==> config.mk <==
export PLATFORM = sky130hd
export DESIGN_NAME = ps2_set2_scancode_decoder_flat
export DESIGN_NICKNAME = d
export VERILOG_FILES = /design/src/ps2d_pkg.sv /design/src/ps2d_if.sv /design/src/ps2d_parser.sv /design/src/ps2_set2_scancode_decoder.sv /design/src/flat_wrapper.sv
export SDC_FILE = /design/constraint.sdc
export NUM_CORES = 1
export LEC_CHECK = 0
export ABC_AREA = 1
export BUFFER_PORTS_ARGS = -buffer_cell sky130_fd_sc_hd__buf_2
export CAP_MARGIN = 20
export CORE_MARGIN = 2
export CORE_UTILIZATION = 60
export CTS_CLUSTER_DIAMETER = 60
export DETAILED_ROUTE_END_ITERATION = 16
export PLACE_DENSITY = 0.8
export REMOVE_ABC_BUFFERS = 1
export SYNTH_ARGS = -nofsm -noshare
export SYNTH_HDL_FRONTEND = slang
export SYNTH_SLANG_ARGS = --single-unit
==> constraint.sdc <==
create_clock -name clk -period 5.1 [get_ports clk]
set_input_delay 0.255 -clock clk [delete_from_list [all_inputs] [get_ports clk]]
set_output_delay 0.255 -clock clk [all_outputs]
set_load 0.01 [all_outputs]
==> src/ps2d_pkg.sv <==
`timescale 1ns / 1ps
// ----------------------------------------------------------------------------
// ps2d_pkg
// Shared types, constants and the extended-code translation table of the
// PS/2 Set 2 scan code decoder.
// ----------------------------------------------------------------------------
package ps2d_pkg;

    // Scan byte values with a special meaning
    localparam logic [7:0] SC_E0       = 8'hE0;
    localparam logic [7:0] SC_E1       = 8'hE1;
    localparam logic [7:0] SC_F0       = 8'hF0;
    localparam logic [7:0] SC_LSHIFT   = 8'h12;
    localparam logic [7:0] SC_RSHIFT   = 8'h59;
    localparam logic [7:0] SC_CTRL     = 8'h14;
    localparam logic [7:0] SC_NUMLOCK  = 8'h77;
    localparam logic [7:0] SC_F7       = 8'h83;
    localparam logic [7:0] SC_SYSRQ    = 8'h84;

    // Key codes that the two high plain codes map to
    localparam logic [6:0] KC_F7       = 7'h02;
    localparam logic [6:0] KC_SYSRQ    = 7'h7F;

    // Prefix parser states, one-hot
    typedef enum logic [8:0] {
        ST_IDLE       = 9'b000000001,
        ST_F0         = 9'b000000010,
        ST_E0         = 9'b000000100,
        ST_E0F0       = 9'b000001000,
        ST_E1         = 9'b000010000,
        ST_E1_14      = 9'b000100000,
        ST_E1F0       = 9'b001000000,
        ST_E1F0_14    = 9'b010000000,
        ST_E1F0_14_F0 = 9'b100000000
    } state_t;

    // One key event out of the parser
    typedef struct packed {
        logic       valid;
        logic [6:0] key_code;
        logic       pressed;
    } key_evt_t;

    // Extended code translation; zero means no key
    function automatic logic [6:0] ext_lookup(input logic [6:0] idx);
        logic [6:0] code;
        case (idx)
            7'h10:   code = 7'h08;
            7'h11:   code = 7'h0F;
            7'h14:   code = 7'h19;
            7'h15:   code = 7'h18;
            7'h18:   code = 7'h10;
            7'h1F:   code = 7'h17;
            7'h20:   code = 7'h18;
            7'h21:   code = 7'h65;
            7'h23:   code = 7'h6F;
            7'h27:   code = 7'h1F;
            7'h28:   code = 7'h20;
            7'h2B:   code = 7'h50;
            7'h2F:   code = 7'h27;
            7'h30:   code = 7'h28;
            7'h32:   code = 7'h6E;
            7'h34:   code = 7'h08;
            7'h37:   code = 7'h5F;
            7'h38:   code = 7'h30;
            7'h3A:   code = 7'h38;
            7'h3B:   code = 7'h10;
            7'h3F:   code = 7'h57;
            7'h40:   code = 7'h40;
            7'h48:   code = 7'h48;
            7'h4A:   code = 7'h60;
            7'h4D:   code = 7'h20;
            7'h50:   code = 7'h28;
            7'h5A:   code = 7'h62;
            7'h5E:   code = 7'h50;
            7'h69:   code = 7'h5C;
            7'h6B:   code = 7'h53;
            7'h6C:   code = 7'h2F;
            7'h70:   code = 7'h39;
            7'h71:   code = 7'h37;
            7'h72:   code = 7'h3F;
            7'h74:   code = 7'h47;
            7'h75:   code = 7'h4F;
            7'h77:   code = 7'h48;
            7'h7A:   code = 7'h56;
            7'h7C:   code = 7'h7F;
            7'h7D:   code = 7'h5E;
            7'h7E:   code = 7'h48;
            default: code = 7'h00;
        endcase
        return code;
    endfunction

endpackage

==> src/ps2d_if.sv <==
`timescale 1ns / 1ps
// ----------------------------------------------------------------------------
// ps2d_if
// Valid/ready channels of the decoder: scan bytes in, key events out.
// ----------------------------------------------------------------------------
interface ps2d_byte_if;
    logic       valid;
    logic       ready;
    logic [7:0] scan_byte;

    modport source (output valid, output scan_byte, input ready);
    modport sink   (input valid, input scan_byte, output ready);
endinterface

interface ps2d_key_if;
    logic       valid;
    logic       ready;
    logic [6:0] key_code;
    logic       pressed;

    modport source (output valid, output key_code, output pressed, input ready);
    modport sink   (input valid, input key_code, input pressed, output ready);
endinterface

==> src/ps2d_parser.sv <==
`timescale 1ns / 1ps
// ----------------------------------------------------------------------------
// ps2d_parser
// Prefix parser: next state and optional key event for one scan byte.
// ----------------------------------------------------------------------------
module ps2d_parser
    import ps2d_pkg::*;
(
    input  state_t     state,
    input  logic [7:0] scan_byte,
    output state_t     state_next,
    output key_evt_t   evt
);

    logic       high_bit;
    logic       fake_shift;
    logic [6:0] ext_code;
    logic [6:0] plain_code;
    logic       plain_ok;

    // Plain code mapping, shared by make and break
    always_comb
    begin
        high_bit   = scan_byte[7];
        fake_shift = (scan_byte == SC_LSHIFT) || (scan_byte == SC_RSHIFT);
        ext_code   = ext_lookup(scan_byte[6:0]);
        plain_ok   = 1'b1;
        if (scan_byte == SC_F7)
        begin
            plain_code = KC_F7;
        end
        else if (scan_byte == SC_SYSRQ)
        begin
            plain_code = KC_SYSRQ;
        end
        else
        begin
            plain_code = scan_byte[6:0];
            plain_ok   = !high_bit;
        end
    end

    // State transitions and event selection
    always_comb
    begin
        state_next   = ST_IDLE;
        evt.valid    = 1'b0;
        evt.key_code = ext_code;
        evt.pressed  = 1'b1;
        case (state)
            ST_IDLE:
            begin
                if (scan_byte == SC_E0)
                begin
                    state_next = ST_E0;
                end
                else if (scan_byte == SC_F0)
                begin
                    state_next = ST_F0;
                end
                else if (scan_byte == SC_E1)
                begin
                    state_next = ST_E1;
                end
                else
                begin
                    evt.valid    = plain_ok;
                    evt.key_code = plain_code;
                end
            end
            ST_F0:
            begin
                evt.valid    = plain_ok;
                evt.key_code = plain_code;
                evt.pressed  = 1'b0;
            end
            ST_E0:
            begin
                if (scan_byte == SC_F0)
                begin
                    state_next = ST_E0F0;
                end
                else
                begin
                    evt.valid = !fake_shift && !high_bit && (ext_code != 7'h00);
                end
            end
            ST_E0F0:
            begin
                evt.valid   = !fake_shift && !high_bit && (ext_code != 7'h00);
                evt.pressed = 1'b0;
            end
            ST_E1:
            begin
                if (scan_byte == SC_CTRL)
                begin
                    state_next = ST_E1_14;
                end
                else if (scan_byte == SC_F0)
                begin
                    state_next = ST_E1F0;
                end
            end
            ST_E1_14:
            begin
                evt.valid = (scan_byte == SC_NUMLOCK);
            end
            ST_E1F0:
            begin
                if (scan_byte == SC_CTRL)
                begin
                    state_next = ST_E1F0_14;
                end
            end
            ST_E1F0_14:
            begin
                if (scan_byte == SC_F0)
                begin
                    state_next = ST_E1F0_14_F0;
                end
            end
            ST_E1F0_14_F0:
            begin
                evt.valid   = (scan_byte == SC_NUMLOCK);
                evt.pressed = 1'b0;
            end
            default:
            begin
                state_next = ST_IDLE;
            end
        endcase
    end

endmodule

==> src/ps2_set2_scancode_decoder.sv <==
`timescale 1ns / 1ps
// ----------------------------------------------------------------------------
// ps2_set2_scancode_decoder
// PS/2 Set 2 scan code decoder: raw keyboard bytes in, key events out.
// ----------------------------------------------------------------------------
// Takes one scan byte per cycle while input ready is high and reports each
// finished key as a 7-bit key code with a make/break flag; prefix bytes (E0,
// F0, E1 and the leading bytes of the Pause sequence) and discarded codes
// produce nothing. A byte is registered on entry, decoded combinationally
// against the parser state and its event lands in the output register; a
// new byte is taken every cycle unless the output stalls. Input ready drops
// only while an event waits in the output register, the next byte also
// makes one and the sink holds off.
// ----------------------------------------------------------------------------
module ps2_set2_scancode_decoder
    import ps2d_pkg::*;
(
    input  logic           clk,
    input  logic           rst_n,
    ps2d_byte_if.sink      scan_in,
    ps2d_key_if.source     key_out
);

    logic       s1_valid_reg;
    logic       s1_valid_next;
    logic [7:0] s1_byte_reg;
    logic       s2_valid_reg;
    logic       s2_valid_next;
    logic [6:0] s2_code_reg;
    logic       s2_pressed_reg;
    state_t     state_reg;
    state_t     state_next;
    key_evt_t   evt;
    logic       advance;

    // Decode of the registered byte
    ps2d_parser u_parser (
        .state      (state_reg),
        .scan_byte  (s1_byte_reg),
        .state_next (state_next),
        .evt        (evt)
    );

    // Handshake: the input stage moves on unless its event has nowhere to go
    always_comb
    begin
        advance       = s1_valid_reg && (!evt.valid || !s2_valid_reg || key_out.ready);
        scan_in.ready = !s1_valid_reg || advance;
        s1_valid_next = scan_in.ready ? scan_in.valid : s1_valid_reg;
        if (advance && evt.valid)
        begin
            s2_valid_next = 1'b1;
        end
        else if (key_out.ready)
        begin
            s2_valid_next = 1'b0;
        end
        else
        begin
            s2_valid_next = s2_valid_reg;
        end
    end

    // Control registers
    always_ff @(posedge clk or negedge rst_n)
    begin
        if (!rst_n)
        begin
            s1_valid_reg <= 1'b0;
            s2_valid_reg <= 1'b0;
            state_reg    <= ST_IDLE;
        end
        else
        begin
            s1_valid_reg <= s1_valid_next;
            s2_valid_reg <= s2_valid_next;
            if (advance)
            begin
                state_reg <= state_next;
            end
        end
    end

    // Payload registers
    always_ff @(posedge clk)
    begin
        if (scan_in.ready && scan_in.valid)
        begin
            s1_byte_reg <= scan_in.scan_byte;
        end
        if (advance && evt.valid)
        begin
            s2_code_reg    <= evt.key_code;
            s2_pressed_reg <= evt.pressed;
        end
    end

    assign key_out.valid    = s2_valid_reg;
    assign key_out.key_code = s2_code_reg;
    assign key_out.pressed  = s2_pressed_reg;

endmodule

==> src/flat_wrapper.sv <==
// flat-port wrapper written by rule: the top's interface ports become plain ports
module ps2_set2_scancode_decoder_flat import ps2d_pkg::*;
  (clk, rst_n, scan_in_valid, scan_in_scan_byte, scan_in_ready, key_out_valid, key_out_key_code, key_out_pressed, key_out_ready);
  ps2d_byte_if scan_in_i ();
  ps2d_key_if key_out_i ();
  input  logic clk;
  input  logic rst_n;
  input wire logic [$bits(scan_in_i.valid)-1:0] scan_in_valid;
  input wire logic [$bits(scan_in_i.scan_byte)-1:0] scan_in_scan_byte;
  output wire logic [$bits(scan_in_i.ready)-1:0] scan_in_ready;
  output wire logic [$bits(key_out_i.valid)-1:0] key_out_valid;
  output wire logic [$bits(key_out_i.key_code)-1:0] key_out_key_code;
  output wire logic [$bits(key_out_i.pressed)-1:0] key_out_pressed;
  input wire logic [$bits(key_out_i.ready)-1:0] key_out_ready;
  assign scan_in_i.valid = scan_in_valid;
  assign scan_in_i.scan_byte = scan_in_scan_byte;
  assign scan_in_ready = scan_in_i.ready;
  assign key_out_valid = key_out_i.valid;
  assign key_out_key_code = key_out_i.key_code;
  assign key_out_pressed = key_out_i.pressed;
  assign key_out_i.ready = key_out_ready;
  ps2_set2_scancode_decoder u_core (.clk(clk), .rst_n(rst_n), .scan_in(scan_in_i), .key_out(key_out_i));
endmodule
# ---- After elaboration in Yosys (flattened, before gate mapping)
# Memory sizes are Yosys's and may differ from the RTL's. A register that Yosys moved wholly into a read port is not among the register bits.
# Cells that the tools add are included.
dict set report classes {
  n_mux 23
  order_cmp 0
  n_reduce_logical 18
  mul 0
  n_addsub 0
  n_bitwise 0
  eq_ne 18
  shift 0
  n_div 0
}
# cell count
set ops {}
lappend ops {{9-bit one-hot mux with 5 select lines} 1}
lappend ops {{8-bit equality test (second input constant)} 5}
lappend ops {{7-bit two-way mux} 5}
lappend ops {{8-bit two-way mux} 4}
lappend ops {{8-bit by 5-bit equality test with 1-bit output (second input constant)} 2}
lappend ops {{8-bit by 7-bit equality test with 1-bit output (second input constant)} 2}
lappend ops {{5-bit two-way mux} 3}
lappend ops {{7-bit one-hot mux with 2 select lines} 1}
lappend ops {{9-bit by 1-bit equality test with 1-bit output (second input constant)} 1}
lappend ops {{9-bit by 2-bit equality test with 1-bit output (second input constant)} 1}
lappend ops {{9-bit by 3-bit equality test with 1-bit output (second input constant)} 1}
lappend ops {{9-bit by 4-bit equality test with 1-bit output (second input constant)} 1}
lappend ops {{9-bit by 5-bit equality test with 1-bit output (second input constant)} 1}
lappend ops {{9-bit by 6-bit equality test with 1-bit output (second input constant)} 1}
lappend ops {{9-bit by 7-bit equality test with 1-bit output (second input constant)} 1}
lappend ops {{9-bit by 8-bit equality test with 1-bit output (second input constant)} 1}
lappend ops {{9-bit equality test (second input constant)} 1}
lappend ops {{9-bit two-way mux} 1}
lappend ops {{7-bit nonzero test} 1}
lappend ops {{1-bit two-way mux} 6}
lappend ops {{1-bit logical AND} 5}
lappend ops {{1-bit logical NOT} 5}
lappend ops {{1-bit one-hot mux with 5 select lines} 1}
lappend ops {{1-bit logical OR} 4}
lappend ops {{4 further kinds} 4}
dict set report totals {
  regBits 27
  inputBits 12
  output_inout_bits 10
  ramBits 0
  latchBits 0
  wordCells 66
  rom_bits 896
  memories 1
}
# name words word_bits rd rd_ports_with_merged_regs write_ports line
set mem_list {}
lappend mem_list {{(name not given)} 128 7 1 1 0 ps2d_pkg.sv:47} ;# case (idx)

# ---- Depth between registers and ports, before layout
dict set report logic_depth {
  word_depth 14
  ltp_mapped 24
}

# ---- Cells and area by module
# A second synthesis with hierarchy kept.
dict set report hier_totals {
  hier_cells 346
  area_unflattened_um2 2274.7
}
# mod seq_area_each_um2 area_per_inst_um2 cells_each instances
set modules_own_cells {}
lappend modules_own_cells {ps2d_parser 0.0 1331.3 280 1}
lappend modules_own_cells {ps2_set2_scancode_decoder 757.0 943.4 66 1}

# ---- Worst setup path before layout
# No wires, ideal clock.
dict set report synth_timing {
  path_type {flip-flop to flip-flop}
  startpoint {register u_core.s1_byte_reg[4]}
  endpoint {register, netlist name u_core.u_parser.ext_code[4]}
  required_ns 4.978
  synth_period_minus_slack_ns 2.475
  setup_ns 0.122
  arrival_time_ns 2.353
  path_slack_ns 2.625
  n_path_buf 1
  stages_incl_launch_ff 20
  path_cell_list {edfxtp_1 inv_2 nand2_1 nor2_2 nand3b_1 nand3_4 nand2_4 nand2_4 nand2_4 nand3_4 nand2_4 buf_6 nand2_1 nand2_1 ha_1 nand3_1 nand3_1 nand3_1 nand2_1 nand3b_1}
}
dict set report synth_between {
  elab_chain_cells 14
  word_cells_on_any_way 26
}
# item line
set synth_rtl {}
lappend synth_rtl {{from (decl)} ps2_set2_scancode_decoder.sv:26} ;# logic [7:0] s1_byte_reg;
lappend synth_rtl {{from (signal assigned)} ps2_set2_scancode_decoder.sv:89} ;# s1_byte_reg <= scan_in.scan_byte;
lappend synth_rtl {{8-bit equality test, or another cell as far along} ps2d_parser.sv:32} ;# else if (scan_byte == SC_SYSRQ)
lappend synth_rtl {{1-bit two-way mux / 1-bit logical OR (equally long branches)} {ps2d_parser.sv:32, ps2d_parser.sv:25}}
lappend synth_rtl {{1-bit two-way mux / 1-bit logical NOT (equally long branches)} {ps2d_parser.sv:28, ps2d_parser.sv:85, ps2d_parser.sv:90}}
lappend synth_rtl {{8-bit two-way mux / 1-bit logical AND (equally long branches)} {ps2d_parser.sv:61, ps2d_parser.sv:85, ps2d_parser.sv:90}}
lappend synth_rtl {{8-bit two-way mux / 1-bit logical AND (equally long branches)} {ps2d_parser.sv:57, ps2d_parser.sv:85, ps2d_parser.sv:90}}
lappend synth_rtl {{8-bit two-way mux / 1-bit two-way mux (equally long branches)} {ps2d_parser.sv:53, ps2d_parser.sv:79}}
lappend synth_rtl {{1-bit one-hot mux with 5 select lines} ps2d_parser.sv:50} ;# case (state)
lappend synth_rtl {{1-bit logical NOT} ps2_set2_scancode_decoder.sv:47} ;# advance = s1_valid_reg && (!evt.valid || !s2_valid_reg || key_out.ready);
lappend synth_rtl {{1-bit logical OR (2 in series)} ps2_set2_scancode_decoder.sv:47}
lappend synth_rtl {{1-bit logical AND} ps2_set2_scancode_decoder.sv:47}
lappend synth_rtl {{1-bit logical OR} ps2_set2_scancode_decoder.sv:48} ;# scan_in.ready = !s1_valid_reg || advance;
lappend synth_rtl {{1-bit logical AND} ps2_set2_scancode_decoder.sv:87} ;# if (scan_in.ready && scan_in.valid)
lappend synth_rtl {{7-bit two-way mux (no line) (*)} n/a}
# Every way passes the cells marked *; elsewhere a longest branch is shown, timed or not.
# A chain may end at the register's enable or synchronous reset.

# ---- Worst setup path in the final report
dict set report layout_timing {
  startpoint {register u_core.s1_byte_reg[4]}
  endpoint {register, netlist name u_core.u_parser.ext_code[3]}
}
dict set report layout_between {
  elab_chain_cells 14
  word_cells_on_any_way 26
}
# item line
set layout_rtl {}
lappend layout_rtl {{8-bit equality test, or another cell as far along} ps2d_parser.sv:32}
lappend layout_rtl {{1-bit two-way mux / 1-bit logical OR (equally long branches)} {ps2d_parser.sv:32, ps2d_parser.sv:25}}
lappend layout_rtl {{1-bit two-way mux / 1-bit logical NOT (equally long branches)} {ps2d_parser.sv:28, ps2d_parser.sv:85, ps2d_parser.sv:90}}
lappend layout_rtl {{8-bit two-way mux / 1-bit logical AND (equally long branches)} {ps2d_parser.sv:61, ps2d_parser.sv:85, ps2d_parser.sv:90}}
lappend layout_rtl {{8-bit two-way mux / 1-bit logical AND (equally long branches)} {ps2d_parser.sv:57, ps2d_parser.sv:85, ps2d_parser.sv:90}}
lappend layout_rtl {{8-bit two-way mux / 1-bit two-way mux (equally long branches)} {ps2d_parser.sv:53, ps2d_parser.sv:79}}
lappend layout_rtl {{1-bit one-hot mux with 5 select lines} ps2d_parser.sv:50}
lappend layout_rtl {{1-bit logical NOT} ps2_set2_scancode_decoder.sv:47}
lappend layout_rtl {{1-bit logical OR (2 in series)} ps2_set2_scancode_decoder.sv:47}
lappend layout_rtl {{1-bit logical AND} ps2_set2_scancode_decoder.sv:47}
lappend layout_rtl {{1-bit logical OR} ps2_set2_scancode_decoder.sv:48}
lappend layout_rtl {{1-bit logical AND} ps2_set2_scancode_decoder.sv:87}
lappend layout_rtl {{7-bit two-way mux (no line) (*)} n/a}
# Marks and branches as above.

==> run metrics <==
status=completed; later-pin clock latency in the skew report=0.29 ns; Post-Synthesis Cells=370; Critical R2R Launch=u_core.s1_byte_reg[4]; DP HPWL=4.95 mm; Netlist Area Pre-Place=2620 sq um; Final Setup Violations=0; RSZ-0062 raised after global routing=false; vias in the first global route=2306; io pins=22; fmax=329 MHz; Adder-Cell Fraction of Synth Area=0.0383; Synth Area in Compound Gates=0.0646; Slew headroom=0.594; Syn. warnings=0; Starting Density=0.614; worst-path maximum fanout=14; Placed Area=2740 sq um; CTS clk-pin slew, worst paths=0.08 ns; sequential group share of total power=0.375; Post-DRT Antenna Nets=0; sw power=301 uW; CTS Buf Count=5; routed wire length=6.42 mm; #FFs+latches synth=34; post-synthesis mux area share=0.0172; Die H=70.0 microns; crit-path max cell delay=0.50 ns; R2R cell count=19; Hold EP=u_core.s1_byte_reg[7]; max-slew violation count=0; first-pass GRT wire length=10.8 mm; post-CTS setup buffers=0; CP Launch Type=flop; ys flop type=edfxtp_1; Post-synth EDFFs=16; RR Endpoint=u_core.u_parser.ext_code[3]; Starting DRT DRC Count=368; hold path cells=1; P_int=607 uW; clock root buffer=clkbuf_8; DRT Pass-1 Iters=6; Data required, critical path=5.28 ns; routability cong.=1.06; hold path startpoint=scan_in_scan_byte[7]; Setup Skew=0.00916 ns; WL/cell=14.4 microns; kind of critical path=reg2reg; commonest non-fill, non-tap cells in the layout=nand2_1, nand3_1, nor2_1; Max H-tree Level=2; final instance area=2890 sq um; post-synth cell types=36; total track usage=0.274; Register-to-Register Setup Slack=2.06 ns; drt via density=5.80; Crit-path slowest cell=edfxtp_1; initial antenna violation count=0; commonest non-fill, non-tap cell in the layout=nand2_1; DR WL met2=2.87 mm; switching part of the total=0.332; CP Cell Sequence=inv_2 -> nand2_1 -> nor2_2 -> nand3b_1 -> nand3_4 -> nand2_4 -> nand2_4 -> nand2_4 -> nand3_4 -> nand2_4 -> nand2_1 -> nand2_1 -> ha_1 -> nand3_1 -> nand2_1 -> inv_1 -> nand3_1 -> nand3_1 -> nand3_1; CTS tree=done; measured slew at the worst slew-check pin=0.603 ns; Met3 Wirelength=564 microns; Mean Syn Cell Area=7.07 sq um; Via Count=2588; setup TNS=0 ns; sequential fraction of the synthesis area=0.343; Tmin final=3.04 ns; Die Wd=70.0 microns; Crit. End Element=flop; Comb pwr share=0.291; Final #Nets=413; final-report hold violation count=0; top sig layer=met4; post-synthesis simple-gate area fraction=0.465; max-cap violation count=0; Metal-1 WL=2.88 mm; CP Buf/Inv Count=2; XOR/XNOR share of the synthesized area=0; I/O Buffers=21; CP delay by family, top=simple AND/OR/NAND/NOR gates; share of layout cells above drive strength 1=0.198; CTS Sinks=34; Site Rows=24; largest net degree at the start of global routing=15; DRC viols=0; largest family of logic cells by synthesized area=simple AND/OR/NAND/NOR gates; Syn-to-layout area delta=10.3%; clock network fraction of design power=0.334; P_leak=1.43 nW; asr flop ratio synth=0.324; max reg flops=9; Max Root-Sink Buffers=2; full die area=4900 sq um; worst min path class=in2reg; core area=4260 sq um; grt ovf=0; final clock period utilization by the worst path=0.596; critical path data arrival time=3.22 ns; Peak supply drop=0.187 mV; diode count=0; pwr dens=315 nW/um^2
[routing by layer]
metal  global-route usage  vias up
li1                     -     1264
met1                0.408     1174
met2                0.422      134
met3               0.0375       16
met4               0.0705        0
met5                    0        -
[worst max path at each step]
stage | startpoint | end | slack (ns) | cells after the start
floorplan | u_core.state_reg[3] | u_core.u_parser.ext_code[3] | 2.56 | 18
global placement | u_core.s1_byte_reg[4] | u_core.u_parser.ext_code[3] | 2.15 | 19
detailed placement | u_core.s1_byte_reg[4] | u_core.u_parser.ext_code[3] | 2.17 | 19
CTS | u_core.s1_byte_reg[4] | u_core.u_parser.ext_code[3] | 2.13 | 19
global route | u_core.s1_byte_reg[4] | u_core.u_parser.ext_code[3] | 1.81 | 18
finish | u_core.s1_byte_reg[4] | u_core.u_parser.ext_code[3] | 2.06 | 19
[final cells by class]
class	instances	area (sq um)
clock inverter	3	68.8
clock buffer	5	68.8
inverter	37	139
fill	361	1380
multi-input combinational	293	1530
timing repair buffer	22	115
tap	52	65.1
sequential	34	897
[what timing repair did]
item	4_1_cts	5_1_grt
setup endpoints to repair	0	0
hold buffers	1	0
endpoints found under the hold margin	10	0
gates resized for setup	0	0
[cells by family after synthesis]
logic type / after synthesis
adders and majority gates: 8
DFF: 34
buffers and inverters: 43
muxes: 4
and+or+nand+nor: 253
AOI/OAI and AO/OA: 28
[synthesized netlist by cell type (all sizes together) (3+ instances only)]
cell type  count  area share
a21oi          3      0.0057
buf            5       0.017
dfrtp         10       0.096
dfxtp          7       0.054
edfxtp        16        0.18
ha             8       0.038
inv           37       0.053
mux2           4       0.017
nand2        137        0.22
nand3         55        0.12
nand3b         5       0.014
nand4          8       0.022
nor2          41       0.071
nor3           5      0.0096
o21ai         18       0.039
[power by group through the flow]
stage / Clock (mW) / Combinational [mW] / Sequential, mW
after global placement: 0 / 0.257 / 0.345
after global routing: 0.316 / 0.294 / 0.344
after CTS: 0.304 / 0.260 / 0.341
final: 0.304 / 0.265 / 0.340
after detailed placement: 0 / 0.258 / 0.346
after floorplan: 0 / 0.188 / 0.347
[stage by stage]
stage	instances	setup WS [ns]	util	hold WS [ns]	power, mW
6_report	446	2.06	0.677	0.138	0.909
5_1_grt	446	1.81	0.677	0.129	0.954
4_1_cts	446	2.13	0.677	0.139	0.905
3_5_place_dp	437	2.17	0.642	0.146	0.605
3_3_place_gp	437	2.15	0.642	0.141	0.603
2_1_floorplan	364	2.56	-	-0.0406	0.535
[worst register-to-register path: stages (launching register included)]
cell and delay [ns]:
edfxtp_1 0.50, inv_2 0.11, nand2_1 0.08, nor2_2 0.15, nand3b_1 0.18, nand3_4 0.16, nand2_4 0.10, nand2_4 0.08
nand2_4 0.06, nand3_4 0.13, nand2_4 0.13, nand2_1 0.14, nand2_1 0.29, ha_1 0.40, nand3_1 0.10, nand2_1 0.06
inv_1 0.04, nand3_1 0.06, nand3_1 0.07, nand3_1 0.06
Note: power is estimated with default switching activity, not from simulation.
